**config.mk**
```make
export PLATFORM = sky130hd
export DESIGN_NAME = pid_controller_with_limits_top
export DESIGN_NICKNAME = d
export VERILOG_FILES = /design/src/rtl/pidcl_pkg.sv /design/src/rtl/pidcl_div.sv /design/src/rtl/pid_controller_with_limits_top.sv
export SDC_FILE = /design/constraint.sdc
export NUM_CORES = 2
export LEC_CHECK = 0
export BUFFER_PORTS_ARGS = -buffer_cell sky130_fd_sc_hd__buf_2
export CAP_MARGIN = 15
export CORE_MARGIN = 5
export CORE_UTILIZATION = 57
export DETAILED_ROUTE_END_ITERATION = 7
export PLACE_DENSITY_LB_ADDON = 0.05
export SYNTH_ARGS = -nofsm -noshare
export SYNTH_HDL_FRONTEND = slang
export SYNTH_SLANG_ARGS = --single-unit
```
**constraint.sdc**
```tcl
create_clock -name clock -period 10.9 [get_ports clock]
set_input_delay 1.635 -clock clock [delete_from_list [all_inputs] [get_ports clock]]
set_output_delay 1.635 -clock clock [all_outputs]
set_load 0.1 [all_outputs]
```
**src/rtl/pidcl_pkg.sv**
```systemverilog
`timescale 1ns / 1ps

package pidcl_pkg;

   localparam int DATA_WIDTH = 32;
   localparam int SAT_BITS   = (DATA_WIDTH < 32) ? DATA_WIDTH : 32;
   localparam int FRAC_BITS  = 16;
   localparam int WIDE_W     = 66;

   localparam logic signed [31:0] DERIV_UPPER_LIMIT = 32'sd0;
   localparam logic signed [31:0] DERIV_LOWER_LIMIT = 32'sd0;

   localparam int DIV_NUM_W = 49;
   localparam int DIV_DEN_W = 31;
   localparam int DIV_CNT_W = 6;

   localparam logic signed [WIDE_W-1:0] SAT_MAX =
      signed'((WIDE_W)'(1) << (SAT_BITS - 1)) - (WIDE_W)'(1);
   localparam logic signed [WIDE_W-1:0] SAT_MIN = -SAT_MAX - (WIDE_W)'(1);

   typedef enum logic [2:0] {
      CSR_GAIN_P          = 3'd0,
      CSR_GAIN_I          = 3'd1,
      CSR_GAIN_D          = 3'd2,
      CSR_SAMPLE_PERIOD   = 3'd3,
      CSR_INTEG_IN_UPPER  = 3'd4,
      CSR_INTEG_IN_LOWER  = 3'd5,
      CSR_INTEG_OUT_UPPER = 3'd6,
      CSR_INTEG_OUT_LOWER = 3'd7
   } csr_index_type;

   typedef enum logic [3:0] {
      CTRL_IDLE,
      CTRL_INT_MUL,
      CTRL_INT_ADD,
      CTRL_P_ACC,
      CTRL_I_ACC,
      CTRL_D_WAIT,
      CTRL_D_MUL,
      CTRL_D_ACC,
      CTRL_OUT
   } ctrl_state_type;

   typedef enum logic [1:0] {
      DIV_IDLE,
      DIV_RUN,
      DIV_FIX
   } div_state_type;

   function automatic logic signed [31:0] sat_wide(input logic signed [WIDE_W-1:0] v);
      logic signed [WIDE_W-1:0] r;
      r = v;
      if (v > SAT_MAX) begin
         r = SAT_MAX;
      end else if (v < SAT_MIN) begin
         r = SAT_MIN;
      end
      return r[31:0];
   endfunction

endpackage

```
**src/rtl/pidcl_div.sv**
```systemverilog
`timescale 1ns / 1ps

module pidcl_div import pidcl_pkg::*; (
   input  logic                        clock,
   input  logic                        reset,
   input  logic                        start,
   input  logic signed [DIV_NUM_W-1:0] numer,
   input  logic        [DIV_DEN_W-1:0] denom,
   output logic                        done,
   output logic signed [31:0]          quot
);

   div_state_type                state_ff, state_in;
   logic [DIV_CNT_W-1:0]         count_ff, count_in;
   logic                         neg_ff, neg_in;
   logic [DIV_DEN_W-1:0]         den_ff, den_in;
   logic [DIV_DEN_W-1:0]         rem_ff, rem_in;
   logic [DIV_NUM_W-1:0]         quo_ff, quo_in;
   logic signed [31:0]           res_ff, res_in;

   logic [DIV_DEN_W:0]           trial;
   logic [DIV_DEN_W:0]           trial_diff;
   logic                         fits;
   logic signed [DIV_NUM_W:0]    mag;
   logic signed [DIV_NUM_W:0]    floored;

   assign trial      = {rem_ff, quo_ff[DIV_NUM_W-1]};
   assign trial_diff = trial - {1'b0, den_ff};
   assign fits       = trial >= {1'b0, den_ff};
   assign mag        = signed'({1'b0, quo_ff});
   // A negative quotient with a nonzero remainder rounds one further down.
   assign floored    = neg_ff ? (~mag + (DIV_NUM_W + 1)'(rem_ff == '0)) : mag;

   always_comb begin
      state_in = state_ff;
      count_in = count_ff;
      neg_in   = neg_ff;
      den_in   = den_ff;
      rem_in   = rem_ff;
      quo_in   = quo_ff;
      res_in   = res_ff;
      case (state_ff)
         DIV_IDLE: begin
            if (start) begin
               neg_in   = numer[DIV_NUM_W-1];
               quo_in   = numer[DIV_NUM_W-1] ? unsigned'(-numer) : unsigned'(numer);
               rem_in   = '0;
               den_in   = denom;
               count_in = '0;
               state_in = DIV_RUN;
            end
         end
         DIV_RUN: begin
            rem_in   = fits ? trial_diff[DIV_DEN_W-1:0] : trial[DIV_DEN_W-1:0];
            quo_in   = {quo_ff[DIV_NUM_W-2:0], fits};
            count_in = count_ff + 1'b1;
            if (count_ff == DIV_CNT_W'(DIV_NUM_W - 1)) begin
               state_in = DIV_FIX;
            end
         end
         DIV_FIX: begin
            res_in   = sat_wide(WIDE_W'(floored));
            state_in = DIV_IDLE;
         end
         default: begin
            state_in = DIV_IDLE;
         end
      endcase
   end

   always_ff @(posedge clock) begin
      if (reset) begin
         state_ff <= DIV_IDLE;
      end else begin
         state_ff <= state_in;
      end
      count_ff <= count_in;
      neg_ff   <= neg_in;
      den_ff   <= den_in;
      rem_ff   <= rem_in;
      quo_ff   <= quo_in;
      res_ff   <= res_in;
   end

   assign done = (state_ff == DIV_IDLE);
   assign quot = res_ff;

endmodule

```
**src/rtl/pid_controller_with_limits_top.sv**
```systemverilog
`timescale 1ns / 1ps

// PID controller with integral window and clamp. Each request beat carries one signed
// Q16.16 error sample and produces one saturated Q16.16 drive value on the response
// channel. The 49-step serial divider forms the derivative, while a single shared
// 32x32 multiplier forms the integral increment and the three gain products in turn.
// The block takes one item at a time and accepts the next one while the previous
// response still waits to be taken. The user must write the configuration registers
// through the csr port only while the block is idle; the block does not enforce this.
// A zero limit disables that limit.
module pid_controller_with_limits_top import pidcl_pkg::*; (
   input  logic               clock,
   input  logic               reset,
   input  logic               req_valid,
   output logic               req_ready,
   input  logic signed [31:0] req_error_sample,
   output logic               rsp_valid,
   input  logic               rsp_ready,
   output logic signed [31:0] rsp_drive_value,
   input  logic               csr_wr_en,
   input  logic [2:0]         csr_index,
   input  logic [31:0]        csr_wr_data
);

   logic signed [31:0]    gain_p_ff, gain_i_ff, gain_d_ff;
   logic [DIV_DEN_W-1:0]  period_ff;
   logic signed [31:0]    in_upper_ff, in_lower_ff, out_upper_ff, out_lower_ff;

   ctrl_state_type        state_ff, state_in;
   logic signed [31:0]    sample_ff, sample_in;
   logic signed [31:0]    prev_ff, prev_in;
   logic signed [31:0]    integ_ff, integ_in;
   logic signed [31:0]    deriv_ff, deriv_in;
   logic signed [63:0]    prod_ff, prod_in;
   logic signed [WIDE_W-1:0] acc_ff, acc_in;
   logic                  rsp_valid_ff, rsp_valid_in;
   logic signed [31:0]    rsp_data_ff, rsp_data_in;

   logic signed [31:0]    mul_a, mul_b;
   logic                  div_start, div_done;
   logic signed [31:0]    div_quot;
   logic [DIV_DEN_W-1:0]  dt_eff;
   logic signed [32:0]    diff;
   logic signed [DIV_NUM_W-1:0] div_numer;

   logic signed [63:0]    prod_shift;
   logic signed [WIDE_W-1:0] int_sum;
   logic                  skip;
   logic signed [31:0]    int_upd, int_hi, integ_next;
   logic                  deriv_out;
   logic signed [31:0]    deriv_sel;

   assign dt_eff    = (period_ff == '0) ? DIV_DEN_W'(1) : period_ff;
   assign diff      = 33'(req_error_sample) - 33'(prev_ff);
   assign div_numer = {diff, {FRAC_BITS{1'b0}}};

   pidcl_div u_div (
      .clock (clock),
      .reset (reset),
      .start (div_start),
      .numer (div_numer),
      .denom (dt_eff),
      .done  (div_done),
      .quot  (div_quot)
   );

   assign prod_in    = mul_a * mul_b;
   assign prod_shift = prod_ff >>> FRAC_BITS;
   assign int_sum    = WIDE_W'(integ_ff) + WIDE_W'(prod_shift);
   assign skip       = ((in_lower_ff != '0) && (sample_ff < in_lower_ff)) ||
                       ((in_upper_ff != '0) && (sample_ff > in_upper_ff));
   assign int_upd    = skip ? integ_ff : sat_wide(int_sum);
   assign int_hi     = ((out_upper_ff != '0) && (int_upd > out_upper_ff)) ? out_upper_ff
                                                                          : int_upd;
   assign integ_next = ((out_lower_ff != '0) && (int_hi < out_lower_ff)) ? out_lower_ff
                                                                         : int_hi;

   assign deriv_out  = ((DERIV_UPPER_LIMIT != '0) && (div_quot > DERIV_UPPER_LIMIT)) ||
                       ((DERIV_LOWER_LIMIT != '0) && (div_quot < DERIV_LOWER_LIMIT));
   assign deriv_sel  = ((gain_d_ff == '0) || deriv_out) ? '0 : div_quot;

   always_comb begin
      state_in     = state_ff;
      sample_in    = sample_ff;
      prev_in      = prev_ff;
      integ_in     = integ_ff;
      deriv_in     = deriv_ff;
      acc_in       = acc_ff;
      rsp_valid_in = rsp_valid_ff && !rsp_ready;
      rsp_data_in  = rsp_data_ff;
      mul_a        = sample_ff;
      mul_b        = gain_p_ff;
      div_start    = 1'b0;
      req_ready    = 1'b0;
      case (state_ff)
         CTRL_IDLE: begin
            req_ready = !reset;
            if (req_valid && !reset) begin
               sample_in = req_error_sample;
               prev_in   = req_error_sample;
               div_start = 1'b1;
               state_in  = CTRL_INT_MUL;
            end
         end
         CTRL_INT_MUL: begin
            mul_b    = signed'({1'b0, dt_eff});
            state_in = CTRL_INT_ADD;
         end
         CTRL_INT_ADD: begin
            integ_in = integ_next;
            state_in = CTRL_P_ACC;
         end
         CTRL_P_ACC: begin
            acc_in   = WIDE_W'(prod_ff);
            mul_a    = integ_ff;
            mul_b    = gain_i_ff;
            state_in = CTRL_I_ACC;
         end
         CTRL_I_ACC: begin
            acc_in   = acc_ff + WIDE_W'(prod_ff);
            state_in = CTRL_D_WAIT;
         end
         CTRL_D_WAIT: begin
            if (div_done) begin
               deriv_in = deriv_sel;
               state_in = CTRL_D_MUL;
            end
         end
         CTRL_D_MUL: begin
            mul_a    = deriv_ff;
            mul_b    = gain_d_ff;
            state_in = CTRL_D_ACC;
         end
         CTRL_D_ACC: begin
            acc_in   = acc_ff + WIDE_W'(prod_ff);
            state_in = CTRL_OUT;
         end
         CTRL_OUT: begin
            if (!rsp_valid_ff || rsp_ready) begin
               rsp_valid_in = 1'b1;
               rsp_data_in  = sat_wide(acc_ff >>> FRAC_BITS);
               state_in     = CTRL_IDLE;
            end
         end
         default: begin
            state_in = CTRL_IDLE;
         end
      endcase
   end

   always_ff @(posedge clock) begin
      if (reset) begin
         state_ff     <= CTRL_IDLE;
         rsp_valid_ff <= 1'b0;
         prev_ff      <= '0;
         integ_ff     <= '0;
      end else begin
         state_ff     <= state_in;
         rsp_valid_ff <= rsp_valid_in;
         prev_ff      <= prev_in;
         integ_ff     <= integ_in;
      end
      sample_ff   <= sample_in;
      deriv_ff    <= deriv_in;
      prod_ff     <= prod_in;
      acc_ff      <= acc_in;
      rsp_data_ff <= rsp_data_in;
   end

   always_ff @(posedge clock) begin
      if (reset) begin
         gain_p_ff    <= 32'sd65536;
         gain_i_ff    <= '0;
         gain_d_ff    <= '0;
         period_ff    <= DIV_DEN_W'(65536);
         in_upper_ff  <= '0;
         in_lower_ff  <= '0;
         out_upper_ff <= '0;
         out_lower_ff <= '0;
      end else if (csr_wr_en) begin
         case (csr_index_type'(csr_index))
            CSR_GAIN_P:          gain_p_ff    <= signed'(csr_wr_data);
            CSR_GAIN_I:          gain_i_ff    <= signed'(csr_wr_data);
            CSR_GAIN_D:          gain_d_ff    <= signed'(csr_wr_data);
            CSR_SAMPLE_PERIOD:   period_ff    <= csr_wr_data[DIV_DEN_W-1:0];
            CSR_INTEG_IN_UPPER:  in_upper_ff  <= signed'(csr_wr_data);
            CSR_INTEG_IN_LOWER:  in_lower_ff  <= signed'(csr_wr_data);
            CSR_INTEG_OUT_UPPER: out_upper_ff <= signed'(csr_wr_data);
            CSR_INTEG_OUT_LOWER: out_lower_ff <= signed'(csr_wr_data);
            default: begin
            end
         endcase
      end
   end

   assign rsp_valid       = rsp_valid_ff;
   assign rsp_drive_value = rsp_data_ff;

endmodule

```
==> implementation parameters <==
Parameter                              Value

Outcome
  Status    complete, no violations

Worst setup path
  CP endpoint kind    register
  Critical path peak fanout    33
  Data arrival time of the worst path    11.15 ns
  Source of the worst register-to-register timing path    state_ff[1]
  Type of origin of the critical path    register
  Cell depth of the worst setup path    38
  CP Data Required Time    11.44 ns
  Slowest stage cell, crit path    sky130_fd_sc_hd__fa_1
  Crit path launch    state_ff[1]
  Delay contributed by the slowest stage of the critical path    around 0.77 ns
  Combined buffer and inverter count along the critical path    11
  Type of the worst setup path    reg -> reg
  Kind of cell adding the most delay to the critical path    adder cells
  Number of cells traversed by the worst register-to-register path    38

CTS
  CTS tree    built
  Num Clock Sinks    between 700 and 800
  Clock buffer depth    3
  Worst skew pair latency    just under 0.7 ns
  Library cell used as clock root buffer    sky130_fd_sc_hd__clkbuf_16
  H-tree depth reported by CTS    3
  Cts bufs inserted    74
  Clock-pin slew on the worst setup and hold paths    0.06 ns

Place
  Post-detailed-placement cell area    a little over 80000 µm²
  Count of input and output buffers    between 100 and 150
  Weighted congestion reported at the end of routability-driven placement    ~1.1
  HPWL after DPL    around 220000 µm
  Post-Place Cells    between 10000 and 15000
  Worst slack at placement    around 0.27 ns

Routing
  DR vias/cell    5.92
  Post-detailed-routing wire length    273000 µm
  DRC violation count after routing    0
  Number of violations reported at the end of detailed-routing iteration 0    ~6300
  Vias after detailed routing    around 64000
  Number of iterations in the first detailed-routing pass    8
  Count of nets left with antenna violations after detail routing    0
  Routed wire per std cell    between 20 and 30 µm

Timing
  Normalized max-slew margin    0.229
  Final worst path period share    0.973
  Final sum of negative setup slack    0 ns
  Number of slew-limit violations in the final report    0
  Total count of hold-check failures in the final report    0
  Final setup violation count    0
  Measured slew at the worst slew-check pin    around 1.2 ns
  Final worst slack    around 0.29 ns
  RSZ-0062 raised after global routing    yes
  Fmax    approximately 94 MHz
  Minimum clock period after layout    between 10 and 15 ns
  Setup Skew    roughly 0.043 ns

Synth
  Number of register bits inferred by synthesis    702
  Top cell type by total area after synthesis    sky130_fd_sc_hd__fa_1
  Fraction of post-synthesis cell area in the top cell type by area    0.280
  Portion of the post-synthesis area used by sequential elements    0.221
  Share of async-settable or async-resettable flops after synthesis    0
  Cell types occupying the most area after synthesis    sky130_fd_sc_hd__fa_1 (28%), sky130_fd_sc_hd__edfxtp_1 (12%), sky130_fd_sc_hd__dfxtp_1 (10%)
  Leading register cell type out of synthesis    sky130_fd_sc_hd__dfxtp_1
  Syn Area/Cell    about 8.6 µm²
  Post-synth cell types    between 80 and 90
  Post-synthesis instance area    a little under 80000 µm²
  Post-synth net total    about 11000
  Area share of fa/ha/maj cells after synthesis    0.359
  Post-synthesis cell count    between 9000 and 10000
  Yosys warning count    0
  Post-synthesis share of cell area spent on xor and xnor gates    0.0336
  Synthesized-area fraction occupied by ao, oa, aoi and oai cells    0.119
  Largest family of logic cells by synthesized area    adder cells
  Post-synth EDFFs    around 310
  Share of synthesized cell area in and, or, nand and nor gates    0.161
  Multiplexer area fraction after synthesis    0.00992

Power
  Worst vdd ir    around 0.24 mV
  Power Density    roughly 200 nW/µm²
  Leakage Power    ~38 nW

Global routing
  Largest net degree at the start of global routing    126
  GRT Resource Usage Total    0.381
  Vias in the first global route    ~64000
  Overall overflow remaining after global route    0
  Antenna violations before repair    14
  First-pass GRT wire length    405000 µm

Final layout
  Non-filler cells, final    10898
  Layout cells sized above 1    0.0740
  Area growth from synthesis to final layout    8.60%
  Total of fill cells in the finished design    between 10000 and 15000
  Util after Layout    0.623
  Final Net Count    10695
  Design area    around 84000 µm²

Worst hold path
  Worst min-delay path startpoint    gain_i_ff[30]
  Min-Delay Path Depth    2
  Type of the most critical hold path    reg -> reg

Floorplanning
  Std-Cell Core Area    about 140000 µm²
  Die width    approximately 380 µm
  Site Rows    between 100 and 150
  Number of top-level pins    roughly 110
  Vertical die dimension    approximately 380 µm
  Initial Util    0.573
  Total Die Area    between 100000 and 150000 µm²

Flow run
  Maximum capacitance violations    0
[report_power, final]
| group | total (W) | switching (W) | internal [W] |
|---|---|---|---|
| clock network | 0.00273 | 0.00115 | 0.00157 |
| registers | 0.00367 | 0.000517 | 0.00316 |
| logic | 0.0110 | 0.00672 | 0.00425 |
[worst reg2reg max path, delay by kind of cell (launching register included)]
kind	cells	cell delay, ns
fa+ha+maj	9	4.89
simple gates	9	1.89
compound gates	8	1.80
buf+inv	11	1.30
flops	1	0.54
xor+xnor	1	0.12
[per-stage QoR]
stage               hold WS (ns)  power (W)
finish                     0.456     0.0174
floorplan                  0.436     0.0107
global route               0.469     0.0186
detailed placement         0.446     0.0144
global placement           0.442     0.0143
CTS                        0.454     0.0172
[kinds of logic (layout without fill, tap and decap cells)]
kind of cell,count (synthesis),in the layout
other cells,0,12
simple gates,2910,2910
compound gates,1515,1515
buf+inv,1957,2031
mux,72,72
fa+ha+maj,1577,1577
xor+xnor,298,298
flops,702,702
[flip-flops by register name (all words and copies together) (netlist names)]
register,count
prod_ff,64
u_div.state_ff,2
u_div.quo_ff,49
sample_ff,32
u_div.den_ff,31
gain_d_ff,32
u_div.count_ff,6
prev_ff,32
rsp_valid,1
in_upper_ff,32
deriv_ff,32
out_lower_ff,32
acc_ff,66
rsp_drive_value,32
gain_p_ff,32
u_div.rem_ff,31
in_lower_ff,32
period_ff,31
gain_i_ff,32
out_upper_ff,32
state_ff,4
u_div.quot,32
integ_ff,32
u_div.neg_ff,1
[synth_stat cells (103+ instances only)]
master	count
sky130_fd_sc_hd__ha_1	491
sky130_fd_sc_hd__nor2_1	440
sky130_fd_sc_hd__nand2_1	1797
sky130_fd_sc_hd__xnor2_1	163
sky130_fd_sc_hd__a21oi_1	651
sky130_fd_sc_hd__clkbuf_1	414
sky130_fd_sc_hd__nor3_1	103
sky130_fd_sc_hd__a21o_1	142
sky130_fd_sc_hd__edfxtp_1	312
sky130_fd_sc_hd__dfxtp_1	390
sky130_fd_sc_hd__inv_1	1457
sky130_fd_sc_hd__xor2_1	135
sky130_fd_sc_hd__fa_1	1086
sky130_fd_sc_hd__o21ai_0	304
[path summary, 6_finish.rpt]
check,to,slack (ns)
setup / recovery,prod_ff[62],0.29
hold reg to reg,gain_i_ff[30],0.46
setup reg to reg,prod_ff[62],0.29
hold / removal,gain_i_ff[30],0.46
[repair_timing]
| item | 4_1_cts | 5_1_grt |
|---|---|---|
| buffers inserted | 0 | 1 |
| gates resized for setup | 0 | 8 |
| hold buffers | 0 | 0 |
| endpoints found under the setup margin | 0 | 28 |
[cell type report]
class | count | area (µm²) | share of cell area
Clock buffer | 92 | 2010 | 0.0239
Antenna cell | 12 | 30.0 | 0.000356
Tap cell | 1781 | 2230 | 0.0264
Multi-Input combinational cell | 6372 | 53200 | 0.632
Clock inverter | 43 | 586 | 0.00695
Timing Repair Buffer | 438 | 3520 | 0.0418
Sequential cell | 702 | 17200 | 0.204
Inverter | 1458 | 5470 | 0.0650
[routing by layer]
layer  GRT usage  part of all wire
met3       0.111              0.12
met5           0           0.00017
met1       0.502              0.39
met2       0.579              0.43
met4       0.186             0.065
[cells in the final DEF, fill, tap and decap left out, types with 22 or more instances in the layout]
| master | netlist | routed |
|---|---|---|
| sky130_fd_sc_hd__nand2_1 | 1797 | 1796 |
| sky130_fd_sc_hd__inv_1 | 1457 | 1457 |
| sky130_fd_sc_hd__fa_1 | 1086 | 1086 |
| sky130_fd_sc_hd__a21oi_1 | 651 | 647 |
| sky130_fd_sc_hd__ha_1 | 491 | 491 |
| sky130_fd_sc_hd__nor2_1 | 440 | 429 |
| sky130_fd_sc_hd__dfxtp_1 | 390 | 388 |
| sky130_fd_sc_hd__edfxtp_1 | 312 | 312 |
| sky130_fd_sc_hd__o21ai_0 | 304 | 302 |
| sky130_fd_sc_hd__buf_4 | 1 | 294 |
| sky130_fd_sc_hd__xnor2_1 | 163 | 163 |
| sky130_fd_sc_hd__a21o_1 | 142 | 142 |
| sky130_fd_sc_hd__xor2_1 | 135 | 135 |
| sky130_fd_sc_hd__buf_2 | 20 | 104 |
| sky130_fd_sc_hd__nor3_1 | 103 | 97 |
| sky130_fd_sc_hd__nand4_1 | 85 | 85 |
| sky130_fd_sc_hd__nor2b_1 | 85 | 83 |
| sky130_fd_sc_hd__o31ai_1 | 82 | 82 |
| sky130_fd_sc_hd__nor4_1 | 80 | 79 |
| sky130_fd_sc_hd__clkbuf_16 | 0 | 77 |
| sky130_fd_sc_hd__nand2b_1 | 76 | 75 |
| sky130_fd_sc_hd__and2_1 | 68 | 68 |
| sky130_fd_sc_hd__nand3_1 | 64 | 64 |
| sky130_fd_sc_hd__mux2_2 | 39 | 39 |
| sky130_fd_sc_hd__o21a_1 | 37 | 37 |
| sky130_fd_sc_hd__o21bai_1 | 36 | 36 |
| sky130_fd_sc_hd__a22oi_1 | 35 | 35 |
| sky130_fd_sc_hd__mux2i_1 | 33 | 33 |
| sky130_fd_sc_hd__buf_12 | 0 | 33 |
| sky130_fd_sc_hd__a222oi_1 | 26 | 26 |
| sky130_fd_sc_hd__a211oi_1 | 28 | 26 |
| sky130_fd_sc_hd__a31oi_1 | 25 | 25 |
| sky130_fd_sc_hd__or3_1 | 23 | 23 |
| sky130_fd_sc_hd__and3_1 | 22 | 22 |
No activity file was read; power rests on OpenSTA's default activity.
